`src/sv/shfm_pkg.sv`:
```
// shared types and constants for the four-byte-mix string hash
// no dependencies; compiled before every other file of the block
package shfm_pkg;

  // width of the length field on the input channel
  localparam int LEN_FIELD_BITS = 24;
  // width of the length counters inside the block
  localparam int LENGTH_BITS = 24;
  // width of one string byte and of the hash
  localparam int BYTE_BITS = 8;
  localparam int HASH_BITS = 32;

  // command queue between front and back
  localparam int QUEUE_DEPTH = 4;
  localparam int QUEUE_PTR_BITS = $clog2(QUEUE_DEPTH);
  localparam int QUEUE_CNT_BITS = $clog2(QUEUE_DEPTH + 1);

  // one classified byte request handed from front to back
  typedef struct packed {
    logic                   seed;          // first item of a string: reseed accumulators
    logic [3:0]             seed_rem;      // length mod 13
    logic [LENGTH_BITS-1:0] seed_len;      // masked length
    logic                   proc;          // a byte is taken (not an empty string)
    logic [BYTE_BITS-1:0]   byte_value;
    logic [1:0]             pos;           // place of the byte in its group
    logic                   full;          // byte belongs to a full group with more bytes after it
    logic [LENGTH_BITS:0]   cnt;           // remaining count at this byte plus three
    logic                   emit;          // string ends with this request
    logic [LENGTH_BITS-1:0] total_length;
  } cmd_t;

endpackage

```
`src/sv/shfm_in_if.sv`:
```
// input channel of the string hash: one string byte per request
// depends on shfm_pkg
interface shfm_in_if;
  logic                                valid;
  logic                                ready;
  logic                                start_string;
  logic [shfm_pkg::LEN_FIELD_BITS-1:0] string_length;
  logic [shfm_pkg::BYTE_BITS-1:0]      byte_value;

  modport source (output valid, start_string, string_length, byte_value, input ready);
  modport sink (input valid, start_string, string_length, byte_value, output ready);
endinterface

```
`src/sv/shfm_out_if.sv`:
```
// output channel of the string hash: one hash per finished string
// depends on shfm_pkg
interface shfm_out_if;
  logic                           valid;
  logic                           ready;
  logic [shfm_pkg::HASH_BITS-1:0] hash_value;

  modport source (output valid, hash_value, input ready);
  modport sink (input valid, hash_value, output ready);
endinterface

```
`src/sv/shfm_front.sv`:
```
// front end: accepts bytes, tracks string position and classifies each byte
// depends on shfm_pkg and shfm_in_if
module shfm_front (
  input  logic            clk,
  input  logic            rst,
  shfm_in_if.sink         in_req,
  input  logic            q_full,
  output logic            push,
  output shfm_pkg::cmd_t  cmd
);
  import shfm_pkg::*;

  localparam int NIBBLES = (LENGTH_BITS + 3) / 4;

  // length mod 13 by folding nibbles: 16^i mod 13 runs through 1, 3, 9 in turn
  function automatic logic [3:0] mod13(input logic [LENGTH_BITS-1:0] v);
    logic [NIBBLES*4-1:0] w;
    logic [10:0]          sum;
    logic [10:0]          wt;
    logic [6:0]           f1;
    logic [5:0]           f2;
    w   = (NIBBLES*4)'(v);
    sum = '0;
    wt  = 11'd1;
    for (int i = 0; i < NIBBLES; i++) begin
      sum = sum + 11'(w[4*i +: 4]) * wt;
      wt  = (wt == 11'd9) ? 11'd1 : 11'(wt * 11'd3);
    end
    f1 = 7'(sum[10:4] * 7'd3) + 7'(sum[3:0]);
    f2 = 6'(6'(f1[6:4]) * 6'd3) + 6'(f1[3:0]);
    if (f2 >= 6'd26) begin
      f2 = f2 - 6'd26;
    end else if (f2 >= 6'd13) begin
      f2 = f2 - 6'd13;
    end
    return f2[3:0];
  endfunction

  logic [LENGTH_BITS-1:0] bytes_left;
  logic [LENGTH_BITS-1:0] total_length;
  logic [1:0]             group_position;

  logic                   start;
  logic                   take;
  logic                   live;
  logic [LENGTH_BITS-1:0] len;
  logic [LENGTH_BITS-1:0] bl_eff;
  logic [LENGTH_BITS-1:0] tl_eff;
  logic [1:0]             p_eff;

  assign in_req.ready = !q_full;
  assign take         = in_req.valid && in_req.ready;

  // pick the position the byte lands on: a start request always reseeds
  always_comb begin
    start  = in_req.start_string;
    len    = LENGTH_BITS'(32'(in_req.string_length));
    bl_eff = start ? len : bytes_left;
    tl_eff = start ? len : total_length;
    p_eff  = start ? 2'd0 : group_position;
    live   = start || (bytes_left != '0);
    push   = take && live;
  end

  // classify the byte for the back end
  always_comb begin
    cmd.seed         = start;
    cmd.seed_rem     = mod13(len);
    cmd.seed_len     = len;
    cmd.proc         = (bl_eff != '0);
    cmd.byte_value   = in_req.byte_value;
    cmd.pos          = p_eff;
    cmd.full         = ({1'b0, bl_eff} + (LENGTH_BITS+1)'(p_eff)) > (LENGTH_BITS+1)'(4);
    cmd.cnt          = {1'b0, bl_eff} + (LENGTH_BITS+1)'(3);
    cmd.emit         = (bl_eff == '0) || (bl_eff == LENGTH_BITS'(1));
    cmd.total_length = tl_eff;
  end

  // string position counters
  always_ff @(posedge clk) begin
    if (rst) begin
      bytes_left     <= '0;
      total_length   <= '0;
      group_position <= '0;
    end else if (push) begin
      total_length <= tl_eff;
      if (bl_eff != '0) begin
        bytes_left     <= bl_eff - LENGTH_BITS'(1);
        group_position <= p_eff + 2'd1;
      end else begin
        bytes_left     <= '0;
        group_position <= '0;
      end
    end
  end

  // a request with no byte work can only be an empty string, which ends at once
  a_empty_emits: assert property (@(posedge clk) disable iff (rst)
    (push && !cmd.proc) |-> (cmd.seed && cmd.emit))
    else $error("empty request without a hash");

  // a finished string leaves no bytes pending
  a_end_clears: assert property (@(posedge clk) disable iff (rst)
    (push && cmd.emit) |=> (bytes_left == '0))
    else $error("bytes left after the last byte");

endmodule

```
`src/sv/shfm_queue.sv`:
```
// short command queue between front and back ends
// depends on shfm_pkg
module shfm_queue (
  input  logic            clk,
  input  logic            rst,
  input  logic            push,
  input  shfm_pkg::cmd_t  push_data,
  output logic            full,
  input  logic            pop,
  output logic            pop_valid,
  output shfm_pkg::cmd_t  pop_data
);
  import shfm_pkg::*;

  cmd_t                      slots [QUEUE_DEPTH];
  logic [QUEUE_PTR_BITS-1:0] wr_ptr;
  logic [QUEUE_PTR_BITS-1:0] rd_ptr;
  logic [QUEUE_CNT_BITS-1:0] count;

  assign full      = (count == QUEUE_CNT_BITS'(QUEUE_DEPTH));
  assign pop_valid = (count != '0);
  assign pop_data  = slots[rd_ptr];

  // storage
  always_ff @(posedge clk) begin
    if (push) begin
      slots[wr_ptr] <= push_data;
    end
  end

  // pointers and fill count
  always_ff @(posedge clk) begin
    if (rst) begin
      wr_ptr <= '0;
      rd_ptr <= '0;
      count  <= '0;
    end else begin
      if (push) begin
        wr_ptr <= wr_ptr + QUEUE_PTR_BITS'(1);
      end
      if (pop) begin
        rd_ptr <= rd_ptr + QUEUE_PTR_BITS'(1);
      end
      case ({push, pop})
        2'b10:   count <= count + QUEUE_CNT_BITS'(1);
        2'b01:   count <= count - QUEUE_CNT_BITS'(1);
        default: count <= count;
      endcase
    end
  end

  a_no_overflow: assert property (@(posedge clk) disable iff (rst)
    full |-> !push)
    else $error("push into a full queue");

  a_no_underflow: assert property (@(posedge clk) disable iff (rst)
    pop |-> pop_valid)
    else $error("pop from an empty queue");

endmodule

```
`src/sv/shfm_back.sv`:
```
// back end: group and tail mixing into two accumulators, final hash, output register
// depends on shfm_pkg and shfm_out_if
module shfm_back (
  input  logic            clk,
  input  logic            rst,
  input  logic            pop_valid,
  input  shfm_pkg::cmd_t  cmd,
  output logic            pop,
  shfm_out_if.source      out_res
);
  import shfm_pkg::*;

  localparam logic [31:0] FULL_A2_MUL  = 32'd509;
  localparam logic [31:0] FULL_S0_MUL  = 32'd307;
  localparam logic [31:0] FULL_S1_MUL  = 32'd1319;
  localparam logic [31:0] FULL_CNT_MUL = 32'd17;
  localparam logic [31:0] FULL_CNT_ADD = 32'd5;
  localparam logic [31:0] FULL_B2_MUL  = 32'd5309;
  localparam logic [31:0] FULL_S2_MUL  = 32'd3313;
  localparam logic [31:0] FULL_S3_MUL  = 32'd9337;
  localparam logic [31:0] FULL_S3_ADD  = 32'd517;
  localparam logic [31:0] T0_ACC_MUL   = 32'd7703;
  localparam logic [31:0] T0_S_MUL     = 32'd503;
  localparam logic [31:0] T1_ACC_MUL   = 32'd7717;
  localparam logic [31:0] T1_S_MUL     = 32'd509;
  localparam logic [31:0] T2_ACC_MUL   = 32'd9323;
  localparam logic [31:0] T2_ADD       = 32'd11;
  localparam logic [31:0] T2_S_MUL     = 32'd523;
  localparam logic [31:0] T3_ACC_MUL   = 32'd7727;
  localparam logic [31:0] T3_ACC_ADD   = 32'd127;
  localparam logic [31:0] T3_ADD       = 32'd313;
  localparam logic [31:0] T3_S_MUL     = 32'd547;
  localparam logic [31:0] FIN_A1_MUL   = 32'd29311;
  localparam logic [31:0] FIN_A1_ADD   = 32'd59;
  localparam logic [31:0] FIN_A2_MUL   = 32'd7321;
  localparam logic [31:0] FIN_A2_ADD   = 32'd120501;
  localparam logic [31:0] FIN_LEN_MASK = 32'hFFFFFF;
  localparam logic [31:0] FIN_LEN_ADD  = 32'd11;

  function automatic logic [31:0] sext8(input logic [BYTE_BITS-1:0] b);
    return {{(32-BYTE_BITS){b[BYTE_BITS-1]}}, b};
  endfunction

  logic [31:0]            acc_one;
  logic [31:0]            acc_two;
  logic [BYTE_BITS-1:0]   group_bytes [4];
  logic                   fin_pending;
  logic [LENGTH_BITS-1:0] fin_length;
  logic                   out_valid;
  logic [HASH_BITS-1:0]   out_hash;

  logic                   fin_fire;
  logic [31:0]            a1_in;
  logic [31:0]            a2_in;
  logic [31:0]            s_cur;
  logic [31:0]            acc_one_next;
  logic [31:0]            acc_two_next;
  logic [31:0]            fin_mix;
  logic [HASH_BITS-1:0]   fin_hash;

  assign out_res.valid      = out_valid;
  assign out_res.hash_value = out_hash;

  // finish moves to the output register when it is free or being drained
  assign fin_fire = fin_pending && (!out_valid || out_res.ready);
  assign pop      = pop_valid && (!fin_pending || fin_fire);

  // accumulator update for one byte request
  always_comb begin
    a1_in        = cmd.seed ? 32'(cmd.seed_rem) : acc_one;
    a2_in        = cmd.seed ? 32'(cmd.seed_len) : acc_two;
    s_cur        = sext8(cmd.byte_value);
    acc_one_next = a1_in;
    acc_two_next = a2_in;
    if (cmd.proc) begin
      if (cmd.full) begin
        if (cmd.pos == 2'd3) begin
          acc_one_next = (FULL_A2_MUL * a2_in + FULL_S0_MUL * sext8(group_bytes[0]))
                         ^ (FULL_S1_MUL * sext8(group_bytes[1]));
          acc_two_next = (FULL_CNT_MUL * 32'(cmd.cnt) + FULL_CNT_ADD + FULL_B2_MUL * a2_in)
                         ^ (FULL_S2_MUL * sext8(group_bytes[2]) + FULL_S3_MUL * s_cur
                            + FULL_S3_ADD);
        end
      end else begin
        case (cmd.pos)
          2'd0:    acc_one_next = (a1_in * T0_ACC_MUL) ^ (T0_S_MUL * s_cur);
          2'd1:    acc_two_next = (a2_in * T1_ACC_MUL) ^ (T1_S_MUL * s_cur);
          2'd2:    acc_one_next = (a1_in * T2_ACC_MUL) ^ (T2_ADD + T2_S_MUL * s_cur);
          default: acc_two_next = (a2_in * T3_ACC_MUL + T3_ACC_ADD)
                                  ^ (T3_ADD + T3_S_MUL * s_cur);
        endcase
      end
    end
  end

  // final hash with the zero fallbacks
  always_comb begin
    fin_mix = (acc_one * FIN_A1_MUL + FIN_A1_ADD) ^ (acc_two * FIN_A2_MUL + FIN_A2_ADD);
    if (fin_mix != '0) begin
      fin_hash = fin_mix;
    end else if (acc_one != '0) begin
      fin_hash = acc_one;
    end else if (acc_two != '0) begin
      fin_hash = acc_two;
    end else begin
      fin_hash = (32'(fin_length) & FIN_LEN_MASK) + FIN_LEN_ADD;
    end
  end

  // group byte store, written at the byte's place in its group
  always_ff @(posedge clk) begin
    if (pop && cmd.proc) begin
      group_bytes[cmd.pos] <= cmd.byte_value;
    end
  end

  // accumulators and finish flag
  always_ff @(posedge clk) begin
    if (rst) begin
      acc_one     <= '0;
      acc_two     <= '0;
      fin_pending <= 1'b0;
    end else begin
      if (pop) begin
        acc_one <= acc_one_next;
        acc_two <= acc_two_next;
      end
      if (pop && cmd.emit) begin
        fin_pending <= 1'b1;
      end else if (fin_fire) begin
        fin_pending <= 1'b0;
      end
    end
  end

  always_ff @(posedge clk) begin
    if (pop && cmd.emit) begin
      fin_length <= cmd.total_length;
    end
  end

  // output register
  always_ff @(posedge clk) begin
    if (rst) begin
      out_valid <= 1'b0;
    end else if (fin_fire) begin
      out_valid <= 1'b1;
    end else if (out_res.ready) begin
      out_valid <= 1'b0;
    end
  end

  always_ff @(posedge clk) begin
    if (fin_fire) begin
      out_hash <= fin_hash;
    end
  end

  a_hash_nonzero: assert property (@(posedge clk) disable iff (rst)
    out_valid |-> (out_hash != '0))
    else $error("zero hash presented");

  a_pop_when_free: assert property (@(posedge clk) disable iff (rst)
    pop |-> (!fin_pending || fin_fire))
    else $error("request taken while a finish is still blocked");

endmodule

```
`src/sv/string_hash_four_byte_mix_top.sv`:
```
// String hash with four-byte group mixing.
// Input channel in_req (shfm_in_if): one string byte per request; start_string
// marks the first byte of a string and carries string_length. An empty string
// is a single start request whose byte is ignored. A start request abandons any
// unfinished string. Bytes with start_string low and no string open are dropped.
// Output channel out_res (shfm_out_if): one nonzero 32-bit hash_value per string.
// Throughput: one byte per cycle sustained while out_res is not held; the front
// classifies each byte, a four-entry command queue decouples it from the back,
// which mixes groups into both accumulators, tail bytes into one, then hashes.
// Path: the last byte (or empty-string start) passes the queue slot, then the
// accumulators and finish flag, then the output register, if no stall intervenes.
// Stalls: while out_res is held, the back keeps at most one finished hash in
// its output register and one pending; further bytes fill the queue, then
// in_req.ready drops until the receiver takes the hash.
// Reset: rst (synchronous, active high) empties the queue and output register
// and closes any open string; no clearing pass is needed.
// Depends on shfm_pkg, shfm_in_if, shfm_out_if, shfm_front, shfm_queue, shfm_back.
module string_hash_four_byte_mix_top (
  input  logic        clk,
  input  logic        rst,
  shfm_in_if.sink     in_req,
  shfm_out_if.source  out_res
);
  import shfm_pkg::*;

  logic q_full;
  logic push;
  cmd_t push_cmd;
  logic pop;
  logic pop_valid;
  cmd_t pop_cmd;

  // classify incoming bytes
  shfm_front u_front (
    .clk    (clk),
    .rst    (rst),
    .in_req (in_req),
    .q_full (q_full),
    .push   (push),
    .cmd    (push_cmd)
  );

  // decoupling queue
  shfm_queue u_queue (
    .clk       (clk),
    .rst       (rst),
    .push      (push),
    .push_data (push_cmd),
    .full      (q_full),
    .pop       (pop),
    .pop_valid (pop_valid),
    .pop_data  (pop_cmd)
  );

  // mixing and hash output
  shfm_back u_back (
    .clk       (clk),
    .rst       (rst),
    .pop_valid (pop_valid),
    .cmd       (pop_cmd),
    .pop       (pop),
    .out_res   (out_res)
  );

endmodule
```
`src/flat_wrapper.sv`:
```
// flat-port wrapper written by rule: the top's interface ports become plain ports
module string_hash_four_byte_mix_top_flat import shfm_pkg::*;
  (clk, rst, in_req_valid, in_req_start_string, in_req_string_length, in_req_byte_value, in_req_ready, out_res_valid, out_res_hash_value, out_res_ready);
  shfm_in_if in_req_i ();
  shfm_out_if out_res_i ();
  input  logic clk;
  input  logic rst;
  input wire logic [$bits(in_req_i.valid)-1:0] in_req_valid;
  input wire logic [$bits(in_req_i.start_string)-1:0] in_req_start_string;
  input wire logic [$bits(in_req_i.string_length)-1:0] in_req_string_length;
  input wire logic [$bits(in_req_i.byte_value)-1:0] in_req_byte_value;
  output wire logic [$bits(in_req_i.ready)-1:0] in_req_ready;
  output wire logic [$bits(out_res_i.valid)-1:0] out_res_valid;
  output wire logic [$bits(out_res_i.hash_value)-1:0] out_res_hash_value;
  input wire logic [$bits(out_res_i.ready)-1:0] out_res_ready;
  assign in_req_i.valid = in_req_valid;
  assign in_req_i.start_string = in_req_start_string;
  assign in_req_i.string_length = in_req_string_length;
  assign in_req_i.byte_value = in_req_byte_value;
  assign in_req_ready = in_req_i.ready;
  assign out_res_valid = out_res_i.valid;
  assign out_res_hash_value = out_res_i.hash_value;
  assign out_res_i.ready = out_res_ready;
  string_hash_four_byte_mix_top u_core (.clk(clk), .rst(rst), .in_req(in_req_i), .out_res(out_res_i));
endmodule
```
`config.mk`:
```
export PLATFORM = sky130hd
export DESIGN_NAME = string_hash_four_byte_mix_top_flat
export DESIGN_NICKNAME = d
export VERILOG_FILES = /design/src/sv/shfm_pkg.sv /design/src/sv/shfm_in_if.sv /design/src/sv/shfm_out_if.sv /design/src/sv/shfm_front.sv /design/src/sv/shfm_queue.sv /design/src/sv/shfm_back.sv /design/src/sv/string_hash_four_byte_mix_top.sv /design/src/flat_wrapper.sv
export SDC_FILE = /design/constraint.sdc
export NUM_CORES = 2
export LEC_CHECK = 0
export BUFFER_PORTS_ARGS = -buffer_cell sky130_fd_sc_hd__clkbuf_2
export CAP_MARGIN = 20
export CELL_PAD_IN_SITES_DETAIL_PLACEMENT = 2
export CELL_PAD_IN_SITES_GLOBAL_PLACEMENT = 2
export CORE_MARGIN = 2
export CORE_UTILIZATION = 49
export CTS_BUF_LIST = sky130_fd_sc_hd__clkbuf_4
export DETAILED_ROUTE_END_ITERATION = 8
export MAX_ROUTING_LAYER = met4
export PLACE_DENSITY_LB_ADDON = 0.08
export SYNTH_ARGS = -nofsm -noshare
export SYNTH_HDL_FRONTEND = slang
export SYNTH_SLANG_ARGS = --single-unit
```
`constraint.sdc`:
```
create_clock -name clk -period 20.1 [get_ports clk]
set_clock_uncertainty 0.2 [all_clocks]
set_input_delay 4.02 -clock clk [delete_from_list [all_inputs] [get_ports clk]]
set_output_delay 4.02 -clock clk [all_outputs]
set_load 0.01 [all_outputs]
```
==> impl_metrics.csv <==
group,metric,value,unit
clock_network,cts.reportedPaths.clkPinSlew,0.07,ns
clock_network,cts_buffers,160,
route,routed_wirelength,378000,um
die,core,174000,um^2
route,wl_met3,26700,um
setup_path,crit_fanout,8,
route,dr_wl_met2,180000,um
route,viasPerCell,6.14,
logic_synthesis,yosysUniqueCellTypes,94,
grt,grt_pass1_wl,550000,um
finish,drive_gt1_frac,0.0755,
clock_network,clkLatencyLatePin,1.26,ns
clock_network,cts_tree,"done",
finish,area_growth,7.19,%
route,first_pass_iters,5,
die,pin_count,71,
run_status,violations,"capacitance limit",
clock_network,cts_setup_buffers,0,
die,placementRows,153,
route,drtIter0Drc,5848,
finish,final_nets,11108,
clock_network,cts-resized-gates,0,
sta,timing.fmax,82.7,MHz
run,maxCapViolations,1,
setup_path,critical_path_class,"in2reg",
route,ant_nets,0,
logic_synthesis,synthesis.nets,10884,
finish,layout_common_cells,"inv_1, ha_1, fa_1",
finish,final_area,91800,um^2
logic_synthesis,synth_edf_count,444,
sta,hold_viol_final,0,
finish,fillers,17832,
logic_synthesis,yosysWarnings,0,
clock_network,clock-sinks,569,
placement,dpl_cell_area,89400,um^2
setup_path,crit_family,"adder cells",
setup_path,slowest_delay,0.56,ns
setup_path,cp_data_required_time,20.86,ns
logic_synthesis,synth-seq-cells,569,
grt,antenna_found_initial,37,
sta,relSlewSlack,0.00945,
route,drt-wirelength-per-cell,34.0,um
grt,grt_pass1_vias,79310,
clock_network,cts-hold-fix-buffers,0,
sta,rsz0062_at_grt,"false",
sta,tightest_slew,1.47,ns
logic_synthesis,dominantRegCellSynth,"edfxtp_1",
placement,hpwl,296000,um
worst_hold_path,worstHoldPathType,"reg2reg",
sta,period_needed,12.09,ns
run_status,outcome,"finished, violations left",
setup_path,crit_slowest_cell,"fa_1",
sta,period_share,0.601,
sta,setup_tns,0,ns
setup_path,worst_setup_path_start_kind,"primary input",
die,die_area,178000,um^2
clock_network,cts-root-buf,"clkbuf_4",
sta,hold_ws,0.268,ns
grt,grt_max_degree,74,
logic_synthesis,avgSynthCellArea,10.2,um^2
route,highest_layer,"met4",
logic_synthesis,synth_area,85600,um^2
route,vias,68370,
die,dieWidth,422,um
sta,setup_violations,0,
logic_synthesis,netlist_instances,8412,
logic_synthesis,ys_seq_area_frac,0.185,
setup_path,cp-end-kind,"flop",
placement,port_buffers,70,
clock_network,cts_max_level,4,
grt,grt_usage,0.438,
die,dieHeight,422,um
logic_synthesis,async_flop_share,0,
placement,gp_congestion,0.992,
grt,grt.overflow.total,0,
setup_path,cp_data_arrival_time,12.85,ns
finish,final_common_cell,"inv_1",
die,start_util,0.493,
sta,final_max_slew_viol_count,0,
clock_network,clock_path_buffers,3,
setup_path,critPathBufInv,9,
route,drt-met1-wl,143000,um
route,drc,0,
==> sequential cells by signal (all words and copies together) (netlist names), 3 cells and up, named ones only <==
| register | flops |
|---|---|
| u_core.u_back.acc_one | 32 |
| u_core.u_queue.slots | 364 |
| u_core.u_back.acc_two | 32 |
| u_core.u_queue.count | 3 |
| u_core.u_back.fin_length | 24 |
| u_core.u_back.out_res.hash_value | 32 |
| u_core.u_front.total_length | 24 |
| u_core.u_front.bytes_left | 24 |
| u_core.u_back.group_bytes | 24 |
==> metal layers <==
layer  GRT usage  up-vias
met5           -        -
met4       0.267        0
met3      0.0865     1332
met2       0.706     3164
met1       0.504    35853
li1            -    28021
==> worst paths after layout <==
check | to | slack [ns] | cells past startpoint | startpoint
worst min register to register | u_core.u_front.total_length[21] | 0.27 | 2 | u_core.u_front.total_length[21]
worst min-delay path | u_core.u_front.total_length[21] | 0.27 | 2 | u_core.u_front.total_length[21]
worst max-delay path | u_core.u_queue.slots[0][87] | 8.01 | 36 | in_req_string_length[20]
worst max register to register | u_core.u_back.acc_two[28] | 8.44 | 26 | flop
==> metrics by stage <==
| step | util | cells | setup slack, ns |
|---|---|---|---|
| finish | 0.528 | 11134 | 8.01 |
| global route | 0.528 | 11129 | 7.55 |
| CTS | 0.527 | 11083 | 8.16 |
| detailed placement | 0.515 | 10790 | 6.97 |
| global placement | 0.515 | 10789 | 7.17 |
| floorplan | - | 8412 | 8.03 |
==> cell families (layout without fill, tap and decap cells) <==
family | Yosys count | in the layout | synth area share
XOR/XNOR | 697 | 697 | 0.0725
AO/OA/AOI/OAI | 1323 | 1323 | 0.0992
multiplexers | 142 | 142 | 0.0293
adder cells (fa/ha/maj) | 2436 | 2436 | 0.461
AND/OR/NAND/NOR | 1084 | 1084 | 0.0579
flip-flops | 569 | 569 | 0.185
buffers and inverters | 2161 | 2516 | 0.0951
other | 0 | 42 | 0
==> tightest hold or removal path, cell delays in order (launching register included) <==
cell and delay, ns:
dfxtp_1 0.31, nand2_1 0.05, a21oi_1 0.06
==> synthesized netlist by cell type, drive strengths merged (125+ instances only) <==
cell	instances	area (um^2)
inv	2015	7560
dfxtp	125	2500
ha	1239	15500
o21ai	262	1310
xnor2	533	4680
fa	1196	23900
edfxtp	444	13300
a21o	150	1130
xor2	157	1380
a21oi	414	2090
nand2	357	1340
nor2	322	1210
==> cell type report <==
class / instances / area, um^2 / area share
Multi-Input combinational cell: 5682 / 61800 / 0.673
Sequential cell: 569 / 15800 / 0.173
Inverter: 2016 / 7570 / 0.0825
Tap cell: 2325 / 2910 / 0.0317
Clock buffer: 229 / 1720 / 0.0187
Timing Repair Buffer: 207 / 1390 / 0.0152
Clock inverter: 64 / 423 / 0.00461
Antenna cell: 42 / 105 / 0.00115
Power is not shown: default switching activity piles up to over one toggle a cycle in this logic, so the estimate is an artifact.
